[config.mk]
export PLATFORM = sky130hd
export DESIGN_NAME = char_lcd_nibble_write_sequencer
export DESIGN_NICKNAME = d
export VERILOG_FILES = /design/src/design/lcdnw_pkg.sv /design/src/design/lcdnw_ctrl.sv /design/src/design/lcdnw_datapath.sv /design/src/design/char_lcd_nibble_write_sequencer.sv
export SDC_FILE = /design/constraint.sdc
export NUM_CORES = 1
export LEC_CHECK = 0
export ABC_AREA = 1
export BUFFER_PORTS_ARGS = -buffer_cell sky130_fd_sc_hd__buf_2
export CORE_ASPECT_RATIO = 1.25
export CORE_UTILIZATION = 45
export CTS_CLUSTER_DIAMETER = 200
export DETAILED_ROUTE_END_ITERATION = 16
export PLACE_DENSITY = 0.66
export SYNTH_ARGS = -nofsm -noshare
export SYNTH_HDL_FRONTEND = slang
export SYNTH_SLANG_ARGS = --single-unit
[constraint.sdc]
create_clock -name clock -period 3.46 [get_ports clock]
set_input_delay 0.173 -clock clock [delete_from_list [all_inputs] [get_ports clock]]
set_output_delay 0.173 -clock clock [all_outputs]
set_load 0.005 [all_outputs]
[src/design/lcdnw_pkg.sv]
`default_nettype none
// ----------------------------------------------------------------------------
// lcdnw_pkg
// Shared constants, codes, types and small tables of the character-LCD
// nibble write sequencer.
// ----------------------------------------------------------------------------
package lcdnw_pkg;

   localparam int DIGIT_SLOTS = 10;
   localparam int LAST_COLUMN = 19;
   localparam int NUM_W       = 32;
   localparam int CNT_W       = $clog2(NUM_W);
   localparam int BCD_DIGITS  = 10;
   localparam int IDX_W       = $clog2(BCD_DIGITS);
   localparam int DIGIT_TOP   = ((DIGIT_SLOTS < BCD_DIGITS) ? DIGIT_SLOTS : BCD_DIGITS) - 1;

   localparam logic [2:0] REQ_COMMAND = 3'd0;
   localparam logic [2:0] REQ_DATA    = 3'd1;
   localparam logic [2:0] REQ_GOTO    = 3'd2;
   localparam logic [2:0] REQ_NUMBER  = 3'd3;
   localparam logic [2:0] REQ_INIT    = 3'd4;
   localparam logic [2:0] REQ_CLEAR   = 3'd5;

   localparam logic [12:0] HOLD_US       = 13'd100;
   localparam logic [12:0] CLEAR_HOLD_US = 13'd2100;
   localparam logic [12:0] INIT0_HOLD_US = 13'd5100;
   localparam logic [12:0] INIT1_HOLD_US = 13'd250;
   localparam logic [14:0] POWER_UP_US   = 15'd20000;

   localparam logic [7:0] CHAR_ZERO  = 8'h30;
   localparam logic [7:0] CHAR_MINUS = 8'h2D;
   localparam logic [7:0] CMD_CLEAR  = 8'h01;

   localparam logic [3:0] NIB_WAKE = 4'h3;
   localparam logic [3:0] NIB_FOUR = 4'h2;

   localparam logic [1:0] BSRC_VALUE = 2'd0;
   localparam logic [1:0] BSRC_GOTO  = 2'd1;
   localparam logic [1:0] BSRC_DIGIT = 2'd2;
   localparam logic [1:0] BSRC_FIXED = 2'd3;

   localparam logic [1:0] EMIT_HI    = 2'd0;
   localparam logic [1:0] EMIT_LO    = 2'd1;
   localparam logic [1:0] EMIT_FIXED = 2'd2;
   localparam logic [1:0] EMIT_ERROR = 2'd3;

   typedef struct packed {
      logic        valid;
      logic [1:0]  sel;
      logic        rs;
      logic [3:0]  nibble;
      logic [14:0] wait_before;
      logic [12:0] wait_after;
      logic        last;
   } lcdnw_emit_type;

   typedef struct packed {
      logic           capture;
      logic           dabble;
      logic           idx_dec;
      logic           byte_load;
      logic [1:0]     byte_src;
      logic [7:0]     fixed_byte;
      lcdnw_emit_type emit;
   } lcdnw_cmd_type;

   typedef struct packed {
      logic goto_bad;
      logic conv_done;
      logic neg;
      logic digit_zero;
      logic high_zero;
      logic idx_zero;
   } lcdnw_status_type;

   function automatic logic [7:0] row_base(input logic [1:0] r);
      logic [7:0] b;
      case (r)
         2'd0:    b = 8'h80;
         2'd1:    b = 8'hC0;
         2'd2:    b = 8'h94;
         default: b = 8'hD4;
      endcase
      return b;
   endfunction

   function automatic logic [7:0] init_byte(input logic [1:0] i);
      logic [7:0] b;
      case (i)
         2'd0:    b = 8'h28;
         2'd1:    b = 8'h0C;
         2'd2:    b = 8'h01;
         default: b = 8'h06;
      endcase
      return b;
   endfunction

endpackage
`default_nettype wire

[src/design/lcdnw_ctrl.sv]
`default_nettype none
// ----------------------------------------------------------------------------
// lcdnw_ctrl
// Sequencing state machine: walks each request through its nibble pulses and
// commands the datapath.
// ----------------------------------------------------------------------------
module lcdnw_ctrl (
   input  wire logic                         clock,
   input  wire logic                         reset,
   input  wire logic                         start,
   input  wire logic [2:0]                   req_type,
   input  wire lcdnw_pkg::lcdnw_status_type  status,
   output logic                              busy,
   output lcdnw_pkg::lcdnw_cmd_type          cmd
);

   localparam logic [3:0] ST_IDLE      = 4'd0;
   localparam logic [3:0] ST_LOAD      = 4'd1;
   localparam logic [3:0] ST_HI        = 4'd2;
   localparam logic [3:0] ST_LO        = 4'd3;
   localparam logic [3:0] ST_CONV      = 4'd4;
   localparam logic [3:0] ST_SIGN      = 4'd5;
   localparam logic [3:0] ST_SKIP      = 4'd6;
   localparam logic [3:0] ST_DIGIT     = 4'd7;
   localparam logic [3:0] ST_INIT_NIB  = 4'd8;
   localparam logic [3:0] ST_INIT_BYTE = 4'd9;

   logic [3:0]  state_ff, state_in;
   logic [2:0]  kind_ff, kind_in;
   logic        phase_ff, phase_in;
   logic [1:0]  init_cnt_ff, init_cnt_in;
   logic        rs;
   logic [12:0] wait_low;

   assign busy = (state_ff != ST_IDLE);
   assign rs   = (kind_ff == lcdnw_pkg::REQ_DATA) || (kind_ff == lcdnw_pkg::REQ_NUMBER);

   always_comb begin
      if ((kind_ff == lcdnw_pkg::REQ_CLEAR) ||
          ((kind_ff == lcdnw_pkg::REQ_INIT) && (init_cnt_ff == 2'd2))) begin
         wait_low = lcdnw_pkg::CLEAR_HOLD_US;
      end else begin
         wait_low = lcdnw_pkg::HOLD_US;
      end
   end

   always_comb begin
      state_in    = state_ff;
      kind_in     = kind_ff;
      phase_in    = phase_ff;
      init_cnt_in = init_cnt_ff;
      cmd         = '0;
      case (state_ff)
         ST_IDLE: begin
            if (start) begin
               cmd.capture = 1'b1;
               kind_in     = req_type;
               phase_in    = 1'b0;
               init_cnt_in = 2'd0;
               case (req_type)
                  lcdnw_pkg::REQ_COMMAND, lcdnw_pkg::REQ_DATA,
                  lcdnw_pkg::REQ_GOTO, lcdnw_pkg::REQ_CLEAR: state_in = ST_LOAD;
                  lcdnw_pkg::REQ_NUMBER:                     state_in = ST_CONV;
                  lcdnw_pkg::REQ_INIT:                       state_in = ST_INIT_NIB;
                  default:                                   state_in = ST_IDLE;
               endcase
            end
         end
         ST_LOAD: begin
            if ((kind_ff == lcdnw_pkg::REQ_GOTO) && status.goto_bad) begin
               cmd.emit.valid = 1'b1;
               cmd.emit.sel   = lcdnw_pkg::EMIT_ERROR;
               cmd.emit.last  = 1'b1;
               state_in       = ST_IDLE;
            end else begin
               cmd.byte_load = 1'b1;
               if (kind_ff == lcdnw_pkg::REQ_GOTO) begin
                  cmd.byte_src = lcdnw_pkg::BSRC_GOTO;
               end else if (kind_ff == lcdnw_pkg::REQ_CLEAR) begin
                  cmd.byte_src   = lcdnw_pkg::BSRC_FIXED;
                  cmd.fixed_byte = lcdnw_pkg::CMD_CLEAR;
               end else begin
                  cmd.byte_src = lcdnw_pkg::BSRC_VALUE;
               end
               state_in = ST_HI;
            end
         end
         ST_HI: begin
            cmd.emit.valid      = 1'b1;
            cmd.emit.sel        = lcdnw_pkg::EMIT_HI;
            cmd.emit.rs         = rs;
            cmd.emit.wait_after = lcdnw_pkg::HOLD_US;
            state_in            = ST_LO;
         end
         ST_LO: begin
            cmd.emit.valid      = 1'b1;
            cmd.emit.sel        = lcdnw_pkg::EMIT_LO;
            cmd.emit.rs         = rs;
            cmd.emit.wait_after = wait_low;
            case (kind_ff)
               lcdnw_pkg::REQ_NUMBER: begin
                  if (!phase_ff) begin
                     phase_in = 1'b1;
                     state_in = ST_SKIP;
                  end else if (status.idx_zero) begin
                     cmd.emit.last = 1'b1;
                     state_in      = ST_IDLE;
                  end else begin
                     cmd.idx_dec = 1'b1;
                     state_in    = ST_DIGIT;
                  end
               end
               lcdnw_pkg::REQ_INIT: begin
                  if (init_cnt_ff == 2'd3) begin
                     cmd.emit.last = 1'b1;
                     state_in      = ST_IDLE;
                  end else begin
                     init_cnt_in = init_cnt_ff + 2'd1;
                     state_in    = ST_INIT_BYTE;
                  end
               end
               default: begin
                  cmd.emit.last = 1'b1;
                  state_in      = ST_IDLE;
               end
            endcase
         end
         ST_CONV: begin
            cmd.dabble = 1'b1;
            if (status.conv_done) begin
               state_in = ST_SIGN;
            end
         end
         ST_SIGN: begin
            if (status.neg) begin
               cmd.byte_load  = 1'b1;
               cmd.byte_src   = lcdnw_pkg::BSRC_FIXED;
               cmd.fixed_byte = lcdnw_pkg::CHAR_MINUS;
               state_in       = ST_HI;
            end else begin
               phase_in = 1'b1;
               state_in = ST_SKIP;
            end
         end
         ST_SKIP: begin
            if (status.digit_zero && status.high_zero && !status.idx_zero) begin
               cmd.idx_dec = 1'b1;
            end else begin
               state_in = ST_DIGIT;
            end
         end
         ST_DIGIT: begin
            cmd.byte_load = 1'b1;
            cmd.byte_src  = lcdnw_pkg::BSRC_DIGIT;
            state_in      = ST_HI;
         end
         ST_INIT_NIB: begin
            cmd.emit.valid = 1'b1;
            cmd.emit.sel   = lcdnw_pkg::EMIT_FIXED;
            case (init_cnt_ff)
               2'd0: begin
                  cmd.emit.nibble      = lcdnw_pkg::NIB_WAKE;
                  cmd.emit.wait_before = lcdnw_pkg::POWER_UP_US;
                  cmd.emit.wait_after  = lcdnw_pkg::INIT0_HOLD_US;
               end
               2'd1: begin
                  cmd.emit.nibble     = lcdnw_pkg::NIB_WAKE;
                  cmd.emit.wait_after = lcdnw_pkg::INIT1_HOLD_US;
               end
               2'd2: begin
                  cmd.emit.nibble     = lcdnw_pkg::NIB_WAKE;
                  cmd.emit.wait_after = lcdnw_pkg::HOLD_US;
               end
               default: begin
                  cmd.emit.nibble     = lcdnw_pkg::NIB_FOUR;
                  cmd.emit.wait_after = lcdnw_pkg::HOLD_US;
               end
            endcase
            if (init_cnt_ff == 2'd3) begin
               init_cnt_in = 2'd0;
               state_in    = ST_INIT_BYTE;
            end else begin
               init_cnt_in = init_cnt_ff + 2'd1;
            end
         end
         ST_INIT_BYTE: begin
            cmd.byte_load  = 1'b1;
            cmd.byte_src   = lcdnw_pkg::BSRC_FIXED;
            cmd.fixed_byte = lcdnw_pkg::init_byte(init_cnt_ff);
            state_in       = ST_HI;
         end
         default: begin
            state_in = ST_IDLE;
         end
      endcase
   end

   always_ff @(posedge clock) begin
      if (reset) begin
         state_ff    <= ST_IDLE;
         kind_ff     <= lcdnw_pkg::REQ_COMMAND;
         phase_ff    <= 1'b0;
         init_cnt_ff <= 2'd0;
      end else begin
         state_ff    <= state_in;
         kind_ff     <= kind_in;
         phase_ff    <= phase_in;
         init_cnt_ff <= init_cnt_in;
      end
   end

endmodule
`default_nettype wire

[src/design/lcdnw_datapath.sv]
`default_nettype none
// ----------------------------------------------------------------------------
// lcdnw_datapath
// Request field capture, bit-serial binary to BCD conversion, byte selection
// and the registered result word.
// ----------------------------------------------------------------------------
module lcdnw_datapath (
   input  wire logic                        clock,
   input  wire logic                        reset,
   input  wire logic [7:0]                  req_byte_value,
   input  wire logic [7:0]                  req_row,
   input  wire logic [7:0]                  req_col,
   input  wire logic signed [31:0]          req_number,
   input  wire lcdnw_pkg::lcdnw_cmd_type    cmd,
   output lcdnw_pkg::lcdnw_status_type      status,
   output logic                             rsp_strobe,
   output logic                             rsp_drive,
   output logic                             rsp_rs,
   output logic [3:0]                       rsp_nibble,
   output logic [14:0]                      rsp_wait_before_us,
   output logic [12:0]                      rsp_wait_after_us,
   output logic                             rsp_status,
   output logic                             rsp_last
);

   logic [7:0]                                  byte_value_ff;
   logic [7:0]                                  row_ff;
   logic [7:0]                                  col_ff;
   logic                                        neg_ff;
   logic [lcdnw_pkg::NUM_W-1:0]                 mag_ff, mag_in;
   logic [lcdnw_pkg::CNT_W-1:0]                 bit_cnt_ff;
   logic [lcdnw_pkg::BCD_DIGITS-1:0][3:0]       bcd_ff, bcd_in, bcd_adj;
   logic [lcdnw_pkg::BCD_DIGITS*4:0]            bcd_wide;
   logic [lcdnw_pkg::IDX_W-1:0]                 dig_idx_ff;
   logic [7:0]                                  byte_ff, byte_in;
   logic [3:0]                                  cur_digit;
   logic [lcdnw_pkg::NUM_W-1:0]                 num_u;
   logic                                        high_zero;

   logic                                        strobe_ff;
   lcdnw_pkg::lcdnw_emit_type                   emit_ff;
   logic [3:0]                                  nibble_ff, nibble_in;

   assign num_u  = req_number;
   assign mag_in = num_u[lcdnw_pkg::NUM_W-1] ? ('0 - num_u) : num_u;

   always_comb begin
      for (int i = 0; i < lcdnw_pkg::BCD_DIGITS; i++) begin
         bcd_adj[i] = (bcd_ff[i] >= 4'd5) ? (bcd_ff[i] + 4'd3) : bcd_ff[i];
      end
      bcd_wide = {bcd_adj, mag_ff[lcdnw_pkg::NUM_W-1]};
      bcd_in   = bcd_wide[lcdnw_pkg::BCD_DIGITS*4-1:0];
   end

   always_comb begin
      high_zero = 1'b1;
      for (int i = 0; i < lcdnw_pkg::BCD_DIGITS; i++) begin
         if ((i > lcdnw_pkg::DIGIT_TOP) && (bcd_ff[i] != 4'd0)) begin
            high_zero = 1'b0;
         end
      end
   end

   assign cur_digit = bcd_ff[dig_idx_ff];

   assign status.goto_bad   = (row_ff > 8'd3) || (col_ff > 8'(lcdnw_pkg::LAST_COLUMN));
   assign status.conv_done  = (bit_cnt_ff == lcdnw_pkg::CNT_W'(lcdnw_pkg::NUM_W - 1));
   assign status.neg        = neg_ff;
   assign status.digit_zero = (cur_digit == 4'd0);
   assign status.high_zero  = high_zero;
   assign status.idx_zero   = (dig_idx_ff == '0);

   always_comb begin
      case (cmd.byte_src)
         lcdnw_pkg::BSRC_VALUE: byte_in = byte_value_ff;
         lcdnw_pkg::BSRC_GOTO:  byte_in = lcdnw_pkg::row_base(row_ff[1:0]) + col_ff;
         lcdnw_pkg::BSRC_DIGIT: byte_in = lcdnw_pkg::CHAR_ZERO + {4'd0, cur_digit};
         default:               byte_in = cmd.fixed_byte;
      endcase
   end

   always_comb begin
      case (cmd.emit.sel)
         lcdnw_pkg::EMIT_HI:    nibble_in = byte_ff[7:4];
         lcdnw_pkg::EMIT_LO:    nibble_in = byte_ff[3:0];
         lcdnw_pkg::EMIT_FIXED: nibble_in = cmd.emit.nibble;
         default:               nibble_in = 4'd0;
      endcase
   end

   always_ff @(posedge clock) begin
      if (cmd.capture) begin
         byte_value_ff <= req_byte_value;
         row_ff        <= req_row;
         col_ff        <= req_col;
         neg_ff        <= num_u[lcdnw_pkg::NUM_W-1];
         mag_ff        <= mag_in;
         bit_cnt_ff    <= '0;
         bcd_ff        <= '0;
         dig_idx_ff    <= lcdnw_pkg::IDX_W'(lcdnw_pkg::DIGIT_TOP);
      end else begin
         if (cmd.dabble) begin
            bcd_ff     <= bcd_in;
            mag_ff     <= {mag_ff[lcdnw_pkg::NUM_W-2:0], 1'b0};
            bit_cnt_ff <= bit_cnt_ff + lcdnw_pkg::CNT_W'(1);
         end
         if (cmd.idx_dec) begin
            dig_idx_ff <= dig_idx_ff - lcdnw_pkg::IDX_W'(1);
         end
      end
      if (cmd.byte_load) begin
         byte_ff <= byte_in;
      end
      if (cmd.emit.valid) begin
         emit_ff   <= cmd.emit;
         nibble_ff <= nibble_in;
      end
   end

   always_ff @(posedge clock) begin
      if (reset) begin
         strobe_ff <= 1'b0;
      end else begin
         strobe_ff <= cmd.emit.valid;
      end
   end

   assign rsp_strobe         = strobe_ff;
   assign rsp_drive          = (emit_ff.sel != lcdnw_pkg::EMIT_ERROR);
   assign rsp_status         = (emit_ff.sel == lcdnw_pkg::EMIT_ERROR);
   assign rsp_rs             = emit_ff.rs;
   assign rsp_nibble         = nibble_ff;
   assign rsp_wait_before_us = emit_ff.wait_before;
   assign rsp_wait_after_us  = emit_ff.wait_after;
   assign rsp_last           = emit_ff.last;

endmodule
`default_nettype wire

[src/design/char_lcd_nibble_write_sequencer.sv]
`default_nettype none
// ----------------------------------------------------------------------------
// char_lcd_nibble_write_sequencer
// Turns command, data, goto, number, init and clear requests into 4-bit
// character-LCD nibble pulses with their register select and wait times.
//
//   Channel   Ports                 Handshake
//   request   start, busy, req_*    taken when start is high and busy is low
//   result    rsp_strobe, rsp_*     one word per strobe cycle, cannot stall
//
// A byte request gives its two words, high nibble first; a goto outside the
// display rows and columns gives a lone error word instead. A number is
// converted to BCD bit-serially, then gives a minus sign if negative, skips
// leading zero digits and gives each remaining character as two words.
// Reset is synchronous and clears the state machine and the result strobe.
// The next request can be taken in the same cycle as the last word appears.
// ----------------------------------------------------------------------------
module char_lcd_nibble_write_sequencer (
   input  wire logic               clock,
   input  wire logic               reset,
   input  wire logic               start,
   output logic                    busy,
   input  wire logic [2:0]         req_type,
   input  wire logic [7:0]         req_byte_value,
   input  wire logic [7:0]         req_row,
   input  wire logic [7:0]         req_col,
   input  wire logic signed [31:0] req_number,
   output logic                    rsp_strobe,
   output logic                    rsp_drive,
   output logic                    rsp_rs,
   output logic [3:0]              rsp_nibble,
   output logic [14:0]             rsp_wait_before_us,
   output logic [12:0]             rsp_wait_after_us,
   output logic                    rsp_status,
   output logic                    rsp_last
);

   lcdnw_pkg::lcdnw_cmd_type    cmd;
   lcdnw_pkg::lcdnw_status_type status;

   lcdnw_ctrl u_ctrl (
      .clock    (clock),
      .reset    (reset),
      .start    (start),
      .req_type (req_type),
      .status   (status),
      .busy     (busy),
      .cmd      (cmd)
   );

   lcdnw_datapath u_datapath (
      .clock              (clock),
      .reset              (reset),
      .req_byte_value     (req_byte_value),
      .req_row            (req_row),
      .req_col            (req_col),
      .req_number         (req_number),
      .cmd                (cmd),
      .status             (status),
      .rsp_strobe         (rsp_strobe),
      .rsp_drive          (rsp_drive),
      .rsp_rs             (rsp_rs),
      .rsp_nibble         (rsp_nibble),
      .rsp_wait_before_us (rsp_wait_before_us),
      .rsp_wait_after_us  (rsp_wait_after_us),
      .rsp_status         (rsp_status),
      .rsp_last           (rsp_last)
   );

endmodule
`default_nettype wire

======== Yosys cells after proc, flatten, opt, wreduce, memory -nomap -nowiden ========
Cells that the tools add are included.
storage, ports and cells
  input bits .............................. 62
  register bits after elaboration ......... 161
  output and inout bits ................... 38
operators by class
  multiplexer cells ....................... 71
  order comparisons ....................... 13
  eq/ne operators ......................... 39
  $add $sub $neg .......................... 16
  reductions and logical operators ........ 27
operator list
  operator                 count
  $mux W32                 3
  $mux W4                  16
  $pmux W8 S3              2
  $ge A4 B3 Y1 const B     10
  $pmux W13 S3             1
  $add A4 B2 Y4 const B    9
  $pmux W4 S9              1
  $sub A1 B32 Y32 const A  1
  $pmux W13 S2             1
  $pmux W3 S4              2
  $pmux W4 S3              2
  $mux W11                 2
  $pmux W7 S3              1
  $pmux W6 S3              1
  $mux W17                 1
  $bmux W4 S4              1
  $eq A4 B3 Y1 const B     4
  $mux W1                  16
  $mux W8                  2
  $mux W15                 1
  $mux W2                  7
  $eq A2 B2 Y1 const B     6
  $eq A3 B2 Y1 const B     4
  $eq A3 B3 Y1 const B     4
  37 further kinds         68

======== Depth between registers and ports, before layout ========
  depth in word-level cells ............... 9
  depth in mapped cells ................... 14

======== Modules after synthesis ========
Synthesis repeated with hierarchy kept, for this count alone.
unflattened totals
  cell total of the unflattened synthesis .. 1100
  area, all modules ....................... 9064.9 um2
modules (own cells, without submodules)
  module          cells an instance  times used  area each (um2)  sequential area each (um2)
  lcdnw_datapath  906                1           7898.8           4033.9
  lcdnw_ctrl      194                1           1166.1           200.2

======== Worst setup path before layout ========
No wires, ideal clock.
  kind .................................... register to register
  start point ............................. reg u_ctrl.state_ff[2]
  end point ............................... reg u_datapath.mag_ff[0] (netlist bit), enable pin
  clock period less this slack ............ 1.918 ns
  setup slack ............................. 1.542 ns
  data arrival time ....................... 1.541 ns
  setup time .............................. 0.378 ns
  stages on the path, launching flop included .. 9
  cells stage by stage .................... dfxtp_1 -> nor2_2 -> inv_2 -> nor2_4 -> inv_2 -> nor2_2 -> inv_2 -> nand2_1 -> buf_2
between the ends
  longest elaborated chain between the ends .. 3
ends and longest elaborated chain
  what                                              RTL line               text
  start, declared                                   lcdnw_ctrl.sv:28       logic [3:0] state_ff, state_in;
  start signal, assigned                            lcdnw_ctrl.sv:205      state_ff <= state_in;
  $eq A4 B3 Y1 or $logic_not A4 Y1 (tied branches)  lcdnw_ctrl.sv:53       case (state_ff)
  $mux W1                                           lcdnw_ctrl.sv:53
  $reduce_bool A2 Y1 (no source line) *             n/a
  end signal, assigned                              lcdnw_datapath.sv:97   mag_ff <= mag_in;
  end signal, assigned                              lcdnw_datapath.sv:104  mag_ff <= {mag_ff[lcdnw_pkg::NUM_W-2:0], 1'b0};
  end, declared                                     lcdnw_datapath.sv:30   logic [lcdnw_pkg::NUM_W-1:0] mag_ff, mag_in;
Mark *: on every way between the ends. The rest lies on a longest branch, timed or not.
A chain may end at the register's enable or synchronous reset.

======== Final worst setup path ========
  start point ............................. reg u_datapath.dig_idx_ff[0] (netlist bit)
  end point ............................... reg u_datapath.dig_idx_ff[1] (netlist bit)
between the ends
  longest elaborated chain between the ends .. 6
ends and longest elaborated chain
  what                           RTL line               text
  start, declared                lcdnw_datapath.sv:34   logic [lcdnw_pkg::IDX_W-1:0] dig_idx_ff;
  start signal, assigned         lcdnw_datapath.sv:100  dig_idx_ff <= lcdnw_pkg::IDX_W'(lcdnw_pkg::DIGIT_TOP);
  start signal, assigned         lcdnw_datapath.sv:108  dig_idx_ff <= dig_idx_ff - lcdnw_pkg::IDX_W'(1);
  $bmux W4 S4                    lcdnw_datapath.sv:64   assign cur_digit = bcd_ff[dig_idx_ff];
  $mux W4 (implied by the code)  lcdnw_datapath.sv:64
  $logic_not A4 Y1               lcdnw_datapath.sv:69   assign status.digit_zero = (cur_digit == 4'd0);
  $logic_and A1 B1 Y1            lcdnw_ctrl.sv:146      if (status.digit_zero && status.high_zero && !status.idx_zero) begin
  $mux W1                        lcdnw_ctrl.sv:146
  $pmux W1 S2                    lcdnw_ctrl.sv:53
Several ways; a longest one is shown, not always the timed one. The select of a mux whose other input is x is not followed.

==> Implementation_results.wiki <==
{| class="wikitable"
! Metric !! Value
|-
| Die Area || 18900 um^2
|-
| Max-cap violation count || 0
|-
| HPWL Detailed || 12800 um
|-
| Clock latency reported for the late side of the worst-skew pair || ~430 ps
|-
| Initial antenna violation count || 0
|-
| Maximum number of pins on one net before global-route repair || 53
|-
| Wire length of the first global-routing pass || 30600 um
|-
| Vert. Die Dim || 153 um
|-
| Fraction of the cycle the final worst path needs || 0.651
|-
| Postcts setup bufs || 0
|-
| Largest stage delay, worst path || a little under 900 ps
|-
| Count of mapped cells out of synthesis || 1033
|-
| Worst setup path start || u_datapath.dig_idx_ff[0]
|-
| Setup Total Neg Slack || 0 ps
|-
| Initial core utilization || 0.458
|-
| Clock transition time at the flip-flop clock pins of the worst setup and hold paths || roughly 60 ps
|-
| Maximum clock rate || 444 MHz
|-
| Width of the die || 123 um
|-
| Synthesized-area fraction occupied by xor and xnor cells || 0.0265
|-
| Cell Rows || 55
|-
| Worst hold start || reset
|-
| Synth async-reset ratio || 0
|-
| Cell area after technology mapping || 8260 um^2
|-
| Post-synthesis share of cell area spent on full adders, half adders and majority gates || 0.0515
|-
| Final weighted congestion of routability-driven global placement || approximately 0.89
|-
| Kind of start point of the critical path || register
|-
| Fraction of final layout cells with drive strength greater than 1 || 0.147
|-
| FF+latch count, synth || 142
|-
| Worst Setup Path Type || register to register
|-
| Area growth from synthesis to layout || 14.9%
|-
| Post-DRT Antenna Nets || 0
|-
| Overall via count from detail_route || between 7000 and 8000
|-
| Filler Cell Count || 1756
|-
| Pwr Density || 795 nW/um^2
|-
| Total Wirelength || 18300 um
|-
| Total Routing Usage GR || 0.204
|-
| Multi-input gate area || 3730 um^2
|-
| Clock Sink Count || 142
|-
| Kind of capture point of the worst setup path || register
|-
| Simple logic cell fraction of the synthesized area || 0.229
|-
| Final core utilization || 0.526
|-
| CTS root buffer || sky130_fd_sc_hd__clkbuf_16
|-
| Drc violations || 0
|-
| Data required time at the worst endpoint || 3780 ps
|-
| Worst-path maximum fanout || 25
|-
| Largest family of logic cells by synthesized area || simple AND/OR/NAND/NOR gates
|-
| Wire length on met2 || 9120 um
|-
| Unrepaired setup endpoints after global routing || no
|-
| Cell Chain, Critical Path || inv_6 -> ha_1 -> inv_1 -> nor2_1 -> nor3_1 -> nand2_1 -> inv_1 -> nand3_4 -> nand2_4 -> nand2_2 -> nand2_1 -> nor2_1
|-
| Fraction of synthesized area in multiplexers || 0
|-
| Routed wire length per instance || ~13 um
|-
| Sequential fraction of the synthesis area || 0.444
|-
| DR WL met3 || 674 um
|-
| Worst-case setup margin in the final layout || 1210 ps
|-
| Synth Area in Compound Gates || 0.139
|-
| Syn avg cell area || 7.99 um^2
|-
| Number of diodes || 0
|-
| Slew @ Worst Pin || about 850 ps
|-
| Total Power || 7540 uW
|-
| Top-level port count || 100
|-
| Worst-path cell with the longest stage delay || sky130_fd_sc_hd__dfxtp_1
|-
| Leading cell type in the layout, fill and taps excluded || sky130_fd_sc_hd__nand2_1
|-
| Relative max-transition margin || 0.436
|-
| Via count of the first global-routing pass || 6645
|-
| Number of port buffers || 87
|-
| Fin. Hold Viols || 0
|-
| Critical register-to-register path startpoint || u_datapath.dig_idx_ff[0]
|-
| Maximum level of the CTS H-tree || 4
|-
| Maximum clock path buffer count || 2
|-
| Number of detailed-routing iterations run before antenna repair || 5
|-
| Number of synthesized flops with an enable pin || between 80 and 90
|-
| Critical path arrival || 2570 ps
|-
| Leak Pwr || 0.00428 uW
|-
| Total congestion overflow || 0
|-
| Count of endpoints failing setup in the final report || 0
|-
| Most used flip-flop cell after synthesis || sky130_fd_sc_hd__edfxtp_1
|-
| Pre-CTS worst setup slack || 1190 ps
|-
| Status || finished, final reports clean
|-
| Routed met1 length || approximately 8000 um
|-
| Core Area || 18000 um^2
|-
| Highest metal layer with signal wires || met4
|-
| Unique masters post-synth || 50
|-
| Kind of path behind the tightest hold check || primary input to register
|-
| Fin Clk Skew || 8.14 ps
|-
| Number of synthesis warnings || 0
|-
| Max Transition Viols Final || 0
|-
| Clock period minus final worst setup slack || 2250 ps
|-
| Largest vdd supply drop || 0.341 mV
|-
| TritonCTS clock tree || done
|-
| Area used by sequential logic in the layout || 3660 um^2
|-
| Number of nets in the layout || ~1200
|-
| Final-layout worst hold slack || between 30 and 40 ps
|-
| Via density || approximately 5.2
|-
| Clock buffers created by TritonCTS || 17
|-
| Starting DRT DRC Count || around 530
|-
| Highest-count cells in the layout ignoring fill and taps || sky130_fd_sc_hd__nand2_1, sky130_fd_sc_hd__inv_1, sky130_fd_sc_hd__nor2_1
|}
## sequential cells by signal, indices dropped and copies added, names as in the netlist, 5 cells and up
name	flops
u_datapath.col_ff	8
u_datapath.mag_ff	32
u_datapath.bcd_ff	40
u_datapath.bit_cnt_ff	5
u_datapath.byte_value_ff	8
u_datapath.byte_ff	8
u_datapath.row_ff	8
u_datapath.rsp_wait_after_us	8
## timing repair
item,CTS,global route
hold buffers,24,0
endpoints found under the setup margin,0,0
endpoints found under the hold margin,24,0
resized for setup,0,0
## cells in the mapped netlist (2+ instances only)
cell type	instances	area share
sky130_fd_sc_hd__a22oi_1	2	0.0018
sky130_fd_sc_hd__dfxtp_1	60	0.15
sky130_fd_sc_hd__o311ai_1	12	0.013
sky130_fd_sc_hd__o21ai_1	35	0.021
sky130_fd_sc_hd__nand2_2	3	0.0023
sky130_fd_sc_hd__xnor2_1	6	0.0064
sky130_fd_sc_hd__nor2_4	2	0.0027
sky130_fd_sc_hd__edfxtp_1	82	0.30
sky130_fd_sc_hd__a31oi_1	2	0.0015
sky130_fd_sc_hd__buf_2	13	0.0079
sky130_fd_sc_hd__nand3_1	77	0.047
sky130_fd_sc_hd__inv_1	116	0.053
sky130_fd_sc_hd__buf_6	6	0.0082
sky130_fd_sc_hd__o311ai_0	2	0.0021
sky130_fd_sc_hd__o32ai_1	3	0.0032
sky130_fd_sc_hd__nor3_1	14	0.0085
sky130_fd_sc_hd__nor2_2	12	0.0091
sky130_fd_sc_hd__buf_1	2	0.00091
sky130_fd_sc_hd__o21ai_0	51	0.031
sky130_fd_sc_hd__inv_2	16	0.0073
sky130_fd_sc_hd__nand2_1	219	0.10
sky130_fd_sc_hd__o211ai_1	10	0.0091
sky130_fd_sc_hd__or2_1	2	0.0015
sky130_fd_sc_hd__a211oi_1	2	0.0018
sky130_fd_sc_hd__xor2_1	19	0.020
sky130_fd_sc_hd__nand4_1	12	0.0091
sky130_fd_sc_hd__o31ai_1	4	0.0036
sky130_fd_sc_hd__a21oi_1	67	0.041
sky130_fd_sc_hd__clkbuf_1	9	0.0041
sky130_fd_sc_hd__a22o_1	2	0.0021
sky130_fd_sc_hd__buf_4	30	0.027
sky130_fd_sc_hd__a21oi_2	2	0.0021
sky130_fd_sc_hd__ha_1	34	0.052
sky130_fd_sc_hd__nor2_1	89	0.040
## where the power goes
| group | switching, uW | internal [uW] |
|---|---|---|
| Combinational | 1890 | 913 |
| Sequential | 350 | 2630 |
| Clock | 758 | 998 |
| Total | 3000 | 4550 |
## critical path: cells and delay by family, from the launching register on
kind          cells  cell delay [ps]
fa+ha+maj         1              280
buf+inv           3              330
simple gates      8              670
flops             1              870
## cells by family (layout without fill, tap and decap cells)
group / after synthesis / after routing
adders and majority gates: 34 / 34
and+or+nand+nor: 438 / 438
xor gates and xnor gates: 25 / 25
buffers and inverters: 194 / 285
AOI/OAI and AO/OA: 199 / 199
other: 1 / 12
DFF: 142 / 142
## final timing paths
kind | end | slack, ps | cells past startpoint
max | u_datapath.dig_idx_ff[1] | 1210 | 12
min | u_ctrl.state_ff[0] | 30 | 2
max reg2reg | u_datapath.dig_idx_ff[1] | 1210 | 12
min reg2reg | u_datapath.bit_cnt_ff[4] | 470 | 2
## metal layers
layer,track usage,vias to the layer above
li1,-,3597
met1,0.250,3240
met2,0.352,177
met3,0.0354,33
met4,0.0775,0
met5,0,-
## per-stage QoR
step | std cells | area [um^2]
floorplan | 1044 | 8300
global placement | 1307 | 8690
detailed placement | 1307 | 8690
CTS | 1363 | 9490
global route | 1363 | 9490
finish | 1363 | 9490
## cell type report
cell class	count	share of cell area
clock inverters	15	0.0142
multi-input cells	708	0.394
well taps	228	0.0301
flip-flops and latches	142	0.386
clock buffers	17	0.0448
repair buffers	119	0.0775
inverters	134	0.0535
(Power assumes the default switching activity.)
